## config.mk

```make
export PLATFORM = sky130hd
export DESIGN_NAME = cr_scrub_base64_encoder
export DESIGN_NICKNAME = d
export VERILOG_FILES = /design/src/hw/rtl/crb64_pkg.sv /design/src/hw/rtl/crb64_front.sv /design/src/hw/rtl/crb64_queue.sv /design/src/hw/rtl/crb64_back.sv /design/src/hw/rtl/cr_scrub_base64_encoder.sv
export SDC_FILE = /design/constraint.sdc
export NUM_CORES = 1
export LEC_CHECK = 0
export BUFFER_PORTS_ARGS = -buffer_cell sky130_fd_sc_hd__buf_2
export CAP_MARGIN = 20
export CORE_MARGIN = 5
export CORE_UTILIZATION = 29
export CTS_BUF_LIST = sky130_fd_sc_hd__clkbuf_8
export CTS_CLUSTER_DIAMETER = 150
export DETAILED_ROUTE_END_ITERATION = 6
export GPL_TIMING_DRIVEN = 0
export PLACE_DENSITY = 0.51
export SYNTH_ARGS = -nofsm -noshare
export SYNTH_HDL_FRONTEND = slang
export SYNTH_HIERARCHICAL = 1
export SYNTH_SLANG_ARGS = --single-unit
```

## constraint.sdc

```tcl
create_clock -name clock -period 4.2 [get_ports clock]
set_clock_uncertainty 0.2 [all_clocks]
set_input_delay 0.84 -clock clock [delete_from_list [all_inputs] [get_ports clock]]
set_output_delay 0.84 -clock clock [all_outputs]
set_load 0.02 [all_outputs]
```

## src/hw/rtl/crb64_pkg.sv

```systemverilog
// Shared types, constants and the base64 alphabet for the scrubbing encoder.
package crb64_pkg;

   localparam int unsigned QUEUE_DEPTH = 2;

   localparam logic [7:0] CR_BYTE        = 8'h0d;
   localparam logic [7:0] SPACE_BYTE     = 8'h20;
   localparam logic [6:0] PAD_CHAR       = 7'h3d;
   localparam logic       CR_SCRUB_RESET = 1'b1;

   // Group sizes and character slots.
   localparam logic [1:0] GRP_ONE   = 2'd1;
   localparam logic [1:0] GRP_TWO   = 2'd2;
   localparam logic [1:0] GRP_THREE = 2'd3;
   localparam logic [1:0] SLOT_0    = 2'd0;
   localparam logic [1:0] SLOT_1    = 2'd1;
   localparam logic [1:0] SLOT_2    = 2'd2;
   localparam logic [1:0] SLOT_3    = 2'd3;

   typedef struct packed {
      logic [7:0] data_byte;
      logic       last_byte;
   } req_word_type;

   typedef struct packed {
      logic [6:0] code_char;
      logic       last_char;
   } rsp_word_type;

   // One byte group handed from the front end to the back end.
   typedef struct packed {
      logic [23:0] grp_bytes;
      logic [1:0]  grp_count;
      logic        grp_fin;
   } grp_type;

   typedef struct packed {
      logic full;
      logic empty;
   } q_status_type;

   // Standard base64 alphabet: A-Z, a-z, 0-9, '+', '/'.
   function automatic logic [6:0] b64_char(input logic [5:0] six);
      logic [6:0] v;
      v = {1'b0, six};
      if (six < 6'd26) begin
         return 7'h41 + v;
      end else if (six < 6'd52) begin
         return 7'h47 + v;
      end else if (six < 6'd62) begin
         return v - 7'd4;
      end else if (six == 6'd62) begin
         return 7'h2b;
      end else begin
         return 7'h2f;
      end
   endfunction

endpackage

```

## src/hw/rtl/crb64_front.sv

```systemverilog
// Front end: scrubs carriage returns and packs bytes into groups of up to three.
module crb64_front import crb64_pkg::*; (
   input  logic         clock,
   input  logic         reset,
   input  logic         csr_wr_en,
   input  logic         csr_wr_data,
   input  logic         req_valid,
   output logic         req_stall,
   input  req_word_type req_data,
   input  q_status_type q_status,
   output logic         push,
   output grp_type      push_grp
);

   logic        scrub_en_ff, scrub_en_in;
   logic [15:0] held_bytes_ff, held_bytes_in;
   logic [1:0]  held_count_ff, held_count_in;
   logic [7:0]  b;
   logic        accept;

   assign req_stall = q_status.full;
   assign accept    = req_valid && !q_status.full;

   always_comb begin
      scrub_en_in   = csr_wr_en ? csr_wr_data : scrub_en_ff;
      b             = (scrub_en_ff && req_data.data_byte == CR_BYTE) ? SPACE_BYTE
                                                                     : req_data.data_byte;
      held_bytes_in = held_bytes_ff;
      held_count_in = held_count_ff;
      push          = 1'b0;
      push_grp      = '{grp_bytes: {held_bytes_ff, b}, grp_count: GRP_THREE,
                        grp_fin: req_data.last_byte};
      if (accept) begin
         if (held_count_ff == GRP_TWO) begin
            push          = 1'b1;
            held_count_in = '0;
            held_bytes_in = '0;
         end else if (req_data.last_byte) begin
            push          = 1'b1;
            held_count_in = '0;
            held_bytes_in = '0;
            if (held_count_ff == '0) begin
               push_grp.grp_bytes = {b, 16'h0000};
               push_grp.grp_count = GRP_ONE;
            end else begin
               push_grp.grp_bytes = {held_bytes_ff[7:0], b, 8'h00};
               push_grp.grp_count = GRP_TWO;
            end
         end else begin
            held_bytes_in = {held_bytes_ff[7:0], b};
            held_count_in = held_count_ff + 2'd1;
         end
      end
   end

   always_ff @(posedge clock) begin
      held_bytes_ff <= held_bytes_in;
      if (reset) begin
         scrub_en_ff   <= CR_SCRUB_RESET;
         held_count_ff <= '0;
      end else begin
         scrub_en_ff   <= scrub_en_in;
         held_count_ff <= held_count_in;
      end
   end

endmodule

```

## src/hw/rtl/crb64_queue.sv

```systemverilog
// Short register queue of byte groups between the front and back ends.
module crb64_queue import crb64_pkg::*; #(
   parameter int unsigned DEPTH = QUEUE_DEPTH
) (
   input  logic         clock,
   input  logic         reset,
   input  logic         push,
   input  grp_type      push_grp,
   input  logic         pop,
   output grp_type      pop_grp,
   output q_status_type q_status
);

   localparam int unsigned PTR_W = (DEPTH > 1) ? $clog2(DEPTH) : 1;
   localparam int unsigned CNT_W = $clog2(DEPTH + 1);
   localparam logic [PTR_W-1:0] LAST_PTR = PTR_W'(DEPTH - 1);
   localparam logic [CNT_W-1:0] FULL_CNT = CNT_W'(DEPTH);

   grp_type          entry_ff [DEPTH];
   logic [PTR_W-1:0] wr_ptr_ff, wr_ptr_in;
   logic [PTR_W-1:0] rd_ptr_ff, rd_ptr_in;
   logic [CNT_W-1:0] count_ff, count_in;

   assign q_status.full  = (count_ff == FULL_CNT);
   assign q_status.empty = (count_ff == '0);
   assign pop_grp        = entry_ff[rd_ptr_ff];

   always_comb begin
      wr_ptr_in = wr_ptr_ff;
      rd_ptr_in = rd_ptr_ff;
      count_in  = count_ff;
      if (push) begin
         wr_ptr_in = (wr_ptr_ff == LAST_PTR) ? '0 : wr_ptr_ff + 1'b1;
      end
      if (pop) begin
         rd_ptr_in = (rd_ptr_ff == LAST_PTR) ? '0 : rd_ptr_ff + 1'b1;
      end
      if (push && !pop) begin
         count_in = count_ff + 1'b1;
      end else if (pop && !push) begin
         count_in = count_ff - 1'b1;
      end
   end

   always_ff @(posedge clock) begin
      if (push) begin
         entry_ff[wr_ptr_ff] <= push_grp;
      end
      if (reset) begin
         wr_ptr_ff <= '0;
         rd_ptr_ff <= '0;
         count_ff  <= '0;
      end else begin
         wr_ptr_ff <= wr_ptr_in;
         rd_ptr_ff <= rd_ptr_in;
         count_ff  <= count_in;
      end
   end

endmodule

```

## src/hw/rtl/crb64_back.sv

```systemverilog
// Back end: one group gives four base64 characters, one per unstalled cycle.
module crb64_back import crb64_pkg::*; (
   input  logic         clock,
   input  logic         reset,
   input  q_status_type q_status,
   input  grp_type      pop_grp,
   output logic         pop,
   output logic         rsp_valid,
   input  logic         rsp_stall,
   output rsp_word_type rsp_data
);

   logic         active_ff, active_in;
   logic [1:0]   slot_ff, slot_in;
   grp_type      grp_ff, grp_in;
   logic         rsp_valid_ff, rsp_valid_in;
   rsp_word_type rsp_data_ff, rsp_data_in;
   logic         out_load;
   logic [5:0]   sextet;
   logic         pad;

   assign out_load  = !rsp_valid_ff || !rsp_stall;
   assign pop       = !q_status.empty && (!active_ff || (out_load && slot_ff == SLOT_3));
   assign rsp_valid = rsp_valid_ff;
   assign rsp_data  = rsp_data_ff;

   always_comb begin
      unique case (slot_ff)
         SLOT_0:  sextet = grp_ff.grp_bytes[23:18];
         SLOT_1:  sextet = grp_ff.grp_bytes[17:12];
         SLOT_2:  sextet = grp_ff.grp_bytes[11:6];
         default: sextet = grp_ff.grp_bytes[5:0];
      endcase
      pad = (slot_ff == SLOT_2 && grp_ff.grp_count == GRP_ONE) ||
            (slot_ff == SLOT_3 && grp_ff.grp_count != GRP_THREE);

      active_in    = active_ff;
      slot_in      = slot_ff;
      grp_in       = grp_ff;
      rsp_valid_in = rsp_valid_ff;
      rsp_data_in  = rsp_data_ff;
      if (out_load) begin
         rsp_valid_in = active_ff;
         if (active_ff) begin
            rsp_data_in.code_char = pad ? PAD_CHAR : b64_char(sextet);
            rsp_data_in.last_char = grp_ff.grp_fin && slot_ff == SLOT_3;
            slot_in               = slot_ff + 2'd1;
            if (slot_ff == SLOT_3) begin
               active_in = 1'b0;
            end
         end
      end
      if (pop) begin
         active_in = 1'b1;
         slot_in   = SLOT_0;
         grp_in    = pop_grp;
      end
   end

   always_ff @(posedge clock) begin
      grp_ff      <= grp_in;
      rsp_data_ff <= rsp_data_in;
      if (reset) begin
         active_ff    <= 1'b0;
         slot_ff      <= SLOT_0;
         rsp_valid_ff <= 1'b0;
      end else begin
         active_ff    <= active_in;
         slot_ff      <= slot_in;
         rsp_valid_ff <= rsp_valid_in;
      end
   end

endmodule

```

## src/hw/rtl/cr_scrub_base64_encoder.sv

```systemverilog
// A word that completes a group passes a queue entry, the back-end group register and the
// output register before its first character shows. Throughput: one input word per cycle while
// the queue has room, one character per cycle out while rsp_stall is low, so the output side
// sets the sustained rate. The group queue (QUEUE_DEPTH entries) absorbs bursts; input stalls
// only while it is full. Reset is synchronous and active high: it empties the queue, drops held
// bytes and pending output, and sets carriage-return scrubbing on.
module cr_scrub_base64_encoder import crb64_pkg::*; #(
   parameter int unsigned QueueDepth = QUEUE_DEPTH
) (
   input  logic         clock,
   input  logic         reset,
   input  logic         csr_wr_en,
   input  logic         csr_wr_data,
   input  logic         req_valid,
   output logic         req_stall,
   input  req_word_type req_data,
   output logic         rsp_valid,
   input  logic         rsp_stall,
   output rsp_word_type rsp_data
);

   // The front end scrubs each accepted word and gathers bytes into groups. A group is
   // pushed when it holds three bytes or when the word is marked last.
   logic         push;
   grp_type      push_grp;
   logic         pop;
   grp_type      pop_grp;
   q_status_type q_status;

   crb64_front u_front (
      .clock       (clock),
      .reset       (reset),
      .csr_wr_en   (csr_wr_en),
      .csr_wr_data (csr_wr_data),
      .req_valid   (req_valid),
      .req_stall   (req_stall),
      .req_data    (req_data),
      .q_status    (q_status),
      .push        (push),
      .push_grp    (push_grp)
   );

   // The queue decouples the two sides, so a stalled output does not stop input
   // until the queue fills.
   crb64_queue #(
      .DEPTH (QueueDepth)
   ) u_queue (
      .clock    (clock),
      .reset    (reset),
      .push     (push),
      .push_grp (push_grp),
      .pop      (pop),
      .pop_grp  (pop_grp),
      .q_status (q_status)
   );

   // The back end walks the four character slots of a group, padding short groups
   // with '=', and holds each character in an output register until it is taken.
   crb64_back u_back (
      .clock     (clock),
      .reset     (reset),
      .q_status  (q_status),
      .pop_grp   (pop_grp),
      .pop       (pop),
      .rsp_valid (rsp_valid),
      .rsp_stall (rsp_stall),
      .rsp_data  (rsp_data)
   );

endmodule

```

==> flow_summary.ini, run 1 <==
[routing]
drtAntennaViolNets = 0
drtPass1Iterations = 4
wire_per_inst_um = 15.3
vias = 3057
dr_wl_met3_um = 401
wirelength_mm = 10.1
wl_met2_mm = 4.86
viasPerCell = 4.60
dr.max_layer_used = met4
routedLengthMet1_mm = 4.81
drc = 0
initialDrtViolationCount = 183

[min_path]
hold_class = register to register

[clock_network]
h-tree-depth = 4
clock_path_buffers = 2
cts_tree = done
numCtsBuffers = 17
cts_resized = 0
cts_hold_buf = 0
clk_pin_slew_ps = 70
clockRootBuffer = clkbuf_8
cts.sinks = 117
postCtsSetupRepairBufs = 0
insertion_delay_ps = 420

[synth]
synth_edf_count = 105
synthArstFlopShare_pct = 0
ys_ff_latch = 117
avgSynthCellArea_um2 = 13.9
yosysWarnings = 6
synth_seq_area_share_pct = 64.8
ys.flop_type = edfxtp_1
synth.distinct_cells = 57
syn_nets = 402
syn_inst = 377
synth_area_um2 = 5240

[global_route]
grt_max_degree = 32
overflow = 0
antenna_found_initial = 0
grt_pass1_wl_mm = 16.7
grt_usage_pct = 10.5
grt_pass1_vias = 3122

[finish]
diodes = 0
final_cells = 664
postLayoutCoreUtil_pct = 33.7
finalInstanceArea_um2 = 6040
final_nets = 447
n_fill_cell = 1776
drive_gt1_share_pct = 26.4
area_growth_pct = 15.2

[sta]
fin_crit_sh_pct = 79.7
rsz0062_at_grt = no
setup_viol = 0
slew_headroom_pct = 38.0
period_minus_slack_ps = 3350
max_freq_mhz = 299
finalHoldViolCount = 0
worst_slew_pin_slew_ps = 928
report.final.slew_viol_count = 0

[placement]
hpwlAfterDp_mm = 7.27
gp_congestion = 0.860
portBuffers = 24
dp_cells = 632
dpl_cell_area_um2 = 5690

[power]
leakage_nw = 2.14
p_per_area_nw_per_um2 = 655
finalPower_mw = 3.95
ir_drop_mv = 0.280

[worst_setup_path]
crit_path_frequent_cell = inv_1
slowest_stage = dfxtp_1
worstPathCellList = inv_1 > ha_1 > a22o_2 > o21ai_2 > inv_1 > ha_1 > inv_1 > o21ai_0 > nor2_2 > a21oi_1 > a221o_1
critPathKind = register to register
worst_ep_arrival_time_ps = 3310
start_kind = register
crit_path_max_incr_delay_ps = 400
cp-end-kind = register
cp.required_ps = 4170
worstPathMaxFanout = 7

[outcome]
outcome = completed

[flow_run]
drv_cap = 0

[floorplanning]
io_pins = 25
start_util_pct = 29.3
die_y_um = 144
coreArea_um2 = 17900
fp.dieW_um = 144
dieArea_um2 = 20900
fp-row-count = 49
## metrics by stage
stage                     setup slack [ps]  hold slack, ps  TNS (ps)
after CTS                              923             281         0
after detailed placement               948             268         0
final                                  854             276         0
after global routing                   663             288         0
after global placement                -330             264     -1600
after floorplan                        475             243         0
## state kept, by name (all words and copies together) (netlist names), 2 cells and up, named ones only
| name | count |
|---|---|
| u_back/rsp_data | 8 |
| u_back/grp_ff | 27 |
| u_back/slot_ff | 2 |
| u_queue/count_ff | 2 |
| u_front/held_bytes_ff | 16 |
| u_queue/entry_ff | 54 |
| u_front/held_count_ff | 2 |
## critical path: cells and delay by family (launching register included)
kind	cells	cell delay, ps
buf+inv	3	380
compound gates	5	1190
flops	1	400
simple gates	1	290
fa+ha+maj	2	620
## area by class of cell
type                       instances  area [µm²]  area share, %
buffer                            15        96.3           1.60
clock buffer                      17         234           3.88
clock inverter                    15         114           1.89
inverter                          15        56.3          0.933
multi-input combinational        230        1710           28.3
sequential                       117        3390           56.2
tap                              229         287           4.75
timing repair buffer              26         150           2.49
## Yosys cell counts, types with 6 or more instances
library cell	instances	share of area [%]
edfxtp_1	105	60
buf_4	6	0.86
a21oi_1	19	1.8
mux2i_1	8	1.5
mux2_2	27	5.8
inv_1	14	1.0
dfxtp_1	12	4.6
and2_1	16	1.9
xnor2_1	6	1.0
nand2b_1	6	0.72
o21ai_0	11	1.1
ha_1	10	2.4
nor2_1	23	1.6
nand3_1	6	0.57
nand2_1	27	1.9
## placed cells by master (no fill, tap or decap), types with 5 or more instances in the layout
cell and n:
o31ai_1 5, clkbuf_1 5, dfxtp_1 12, inv_1 15, nand2_1 27, nor2_1 23, buf_2 25, nand2b_1 6
a21oi_1 18, ha_1 10, edfxtp_1 105, xnor2_1 6, clkbuf_8 17, o21ai_0 11, nand3_1 6, mux2_2 27
and2_1 16, mux2i_1 8, buf_4 6
## layer usage
layer | up-vias | track usage, %
li1 | 1490 | -
met1 | 1501 | 13.5
met2 | 57 | 17.0
met3 | 9 | 3.64
met4 | 0 | 2.50
met5 | - | 0
## where the power goes
| group | switching (mW) | internal (mW) |
|---|---|---|
| logic | 0.812 | 0.516 |
| registers | 0.0834 | 1.63 |
| clock network | 0.447 | 0.458 |
## final timing paths
path / start / to / slack (ps) / cells past startpoint
setup / recovery: u_back/slot_ff[0] / u_back/rsp_data[4] / 850 / 11
hold / removal: u_front/held_count_ff[1] / u_front/held_count_ff[1] / 280 / 2
setup reg to reg: u_back/slot_ff[0] / u_back/rsp_data[4] / 850 / 11
hold reg to reg: u_front/held_count_ff[1] / u_front/held_count_ff[1] / 280 / 2
## logic make-up after synthesis
group | after synthesis | synth area share [%]
mux | 35 | 7.33
fa+ha+maj | 10 | 2.39
simple gates | 108 | 11.5
xor+xnor | 8 | 1.34
compound gates | 69 | 9.72
buf+inv | 30 | 2.91
flops | 117 | 64.8
Note: power is estimated with default switching activity, not from simulation.
==> run 2: changes to the inputs <==
clock period = 3.22 ns   (was 4.2 ns; I/O delays follow)
==> run 2 against run 1 <==
  * Sequential cell count is the same
  * Sequential power grew 30%
  * Register-to-register slack lost 640 ps
==> flow_summary.ini, run 2 (synthesized netlist as in run 1, its figures left out) <==
[power]
power.share.sequential_pct = 42.2
p_comb_share_pct = 33.9
power_switching_mw = 1.78
leakage_nw = 2.18
internal_power_mw = 3.54
clkPwrFrac_pct = 23.9
ir_drop_mv = 0.380
p_per_area_nw_per_um2 = 869
netSwitchingFraction_pct = 33.4

[sta]
setup_viol = 0
finalSetupTns_ps = 0
worst_slew_pin_slew_ps = 928
period_minus_slack_ps = 3010
rsz0062_at_grt = no
slew_headroom_pct = 38.0
finalHoldViolCount = 0
fin_crit_sh_pct = 93.4
max_freq_mhz = 333
report.final.slew_viol_count = 0

[outcome]
outcome = completed

[global_route]
grt_pass1_wl_mm = 16.2
grt_max_degree = 32
overflow = 0
grt_usage_pct = 10.4
antenna_found_initial = 0
grt_pass1_vias = 3081

[worst_setup_path]
r2r_end = u_back/rsp_data[4]
worstPathMaxFanout = 6
worst_r2r_path_depth = 11
cp.required_ps = 3190
start_kind = register
crit_path_max_incr_delay_ps = 360
cp-end-kind = register
crit_family = compound AO/OA/AOI/OAI gates
r2r_setup_slack_ps = 210
timing.rr.start = u_back/slot_ff[1]
crit_path_frequent_cell = inv_1
worst_ep_arrival_time_ps = 2980
worstPathCellList = inv_1 > ha_1 > a22o_2 > o21ai_4 > inv_1 > ha_1 > inv_1 > o21ai_0 > nor2_2 > a21oi_1 > a221o_1
critPathKind = register to register
cp.buffers_inverters = 3
slowest_stage = dfxtp_1

[finish]
final_common_cell = edfxtp_1
drive_gt1_share_pct = 27.7
regMostFlops = u_queue/entry_ff
final_cells = 669
diodes = 0
final_nets = 452
largest_reg_flops = 54
area_growth_pct = 16.7
top_regs = u_queue/entry_ff (54), u_back/grp_ff (27), u_front/held_bytes_ff (16)
layout_common_cells = edfxtp_1 (105), nand2_1 (27), mux2_2 (27)

[min_path]
min_to = u_front/scrub_en_ff
holdCritStartpoint = csr_wr_data
hold_depth = 2
hold_class = input pin to register

[routing]
initialDrtViolationCount = 145
drtAntennaViolNets = 0
drtPass1Iterations = 4
wirelength_mm = 10.0
drc = 0
vias = 3044
wire_per_inst_um = 15.0
viasPerCell = 4.55

[placement]
gp_congestion = 0.864
dp_cells = 633
hpwlAfterDp_mm = 7.27
portBuffers = 24

[floorplanning]
fp-row-count = 49
fp.dieW_um = 144
dieArea_um2 = 20900
start_util_pct = 29.3
die_y_um = 144
io_pins = 25
coreArea_um2 = 17900

[clock_network]
clock_path_buffers = 2
h-tree-depth = 4
numCtsBuffers = 17
cts_tree = done
cts.sinks = 117
clockRootBuffer = clkbuf_8
insertion_delay_ps = 430
clk_pin_slew_ps = 70

[flow_run]
drv_cap = 0
-- run 2: changes by cell type in the layout (fill, tap and decap cells not counted), sizes merged --
| cell | change |
|---|---|
| buf | +5 |
| inv | -2 |
| bufinv | +1 |
| clkinv | +1 |
-- run 2: worst reg2reg max path, delay by kind of cell (launching register included) --
family | cells | cell delay, ps
AO/OA/AOI/OAI | 5 | 1040
adder cells (fa/ha/maj) | 2 | 570
buffers and inverters | 3 | 310
flip-flops | 1 | 360
AND/OR/NAND/NOR | 1 | 270
-- run 2: layer usage --
metal | GRT usage [%] | share of wire, % | up-vias | wire, µm
li1 | - | - | 1509 | -
met1 | 13.1 | 46 | 1466 | 4650
met2 | 16.6 | 48 | 54 | 4860
met3 | 3.51 | 4.3 | 15 | 433
met4 | 3.88 | 1.0 | 0 | 102
met5 | 0 | 0 | - | 0
-- run 2: cell type report --
class                      instances  area (µm²)
buffer                            15        96.3
clock buffer                      17         234
clock inverter                    15         140
fill                            1787       11800
inverter                          15        56.3
multi-input combinational        230        1720
sequential                       117        3390
tap                              229         287
timing repair buffer              31         191
-- run 2: per-stage QoR --
stage / power (mW) / hold WS [ps] / area [µm²] / util, % / setup slack [ps]
2_1_floorplan: 3.54 / 243 / 5240 / - / 264
3_3_place_gp: 3.93 / 262 / 5650 / 31.6 / -889
3_5_place_dp: 4.00 / 272 / 5700 / 31.8 / -1.97
4_1_cts: 5.30 / 181 / 6080 / 34.0 / 87.8
5_1_grt: 5.64 / 181 / 6110 / 34.2 / 13.1
6_report: 5.31 / 217 / 6110 / 34.2 / 214
-- run 2: worst max-delay path by stage --
| stage | depth (start not counted) | to | slack, ps | from |
|---|---|---|---|---|
| 2_1_floorplan | 4 | u_queue/entry_ff[0][0] | 260 | req_data[0] |
| 3_5_place_dp | 11 | u_back/rsp_data[4] | -2 | u_back/slot_ff[0] |
| 5_1_grt | 8 | u_queue/count_ff[1] | 10 | u_back/slot_ff[0] |
| 6_report | 11 | u_back/rsp_data[4] | 210 | u_back/slot_ff[1] |
| 3_3_place_gp | 5 | u_queue/entry_ff[0][18] | -890 | req_data[0] |
| 4_1_cts | 11 | u_back/rsp_data[4] | 90 | u_back/slot_ff[0] |
-- run 2: power groups by stage --
stage,clock network [mW],registers (mW),logic [mW]
after floorplan,0,2.31,1.23
after CTS,1.31,2.25,1.74
after detailed placement,0,2.28,1.72
after global routing,1.39,2.27,1.98
final,1.27,2.24,1.80
after global placement,0,2.27,1.66
-- run 2: what timing repair did --
item / 4_1_cts / 5_1_grt
gates cloned: 0 / 0
hold buffers: 0 / 0
setup buffers: 0 / 4
endpoints found under the setup margin: 1 / 2
resized for setup: 1 / 1
pin swaps: 0 / 2
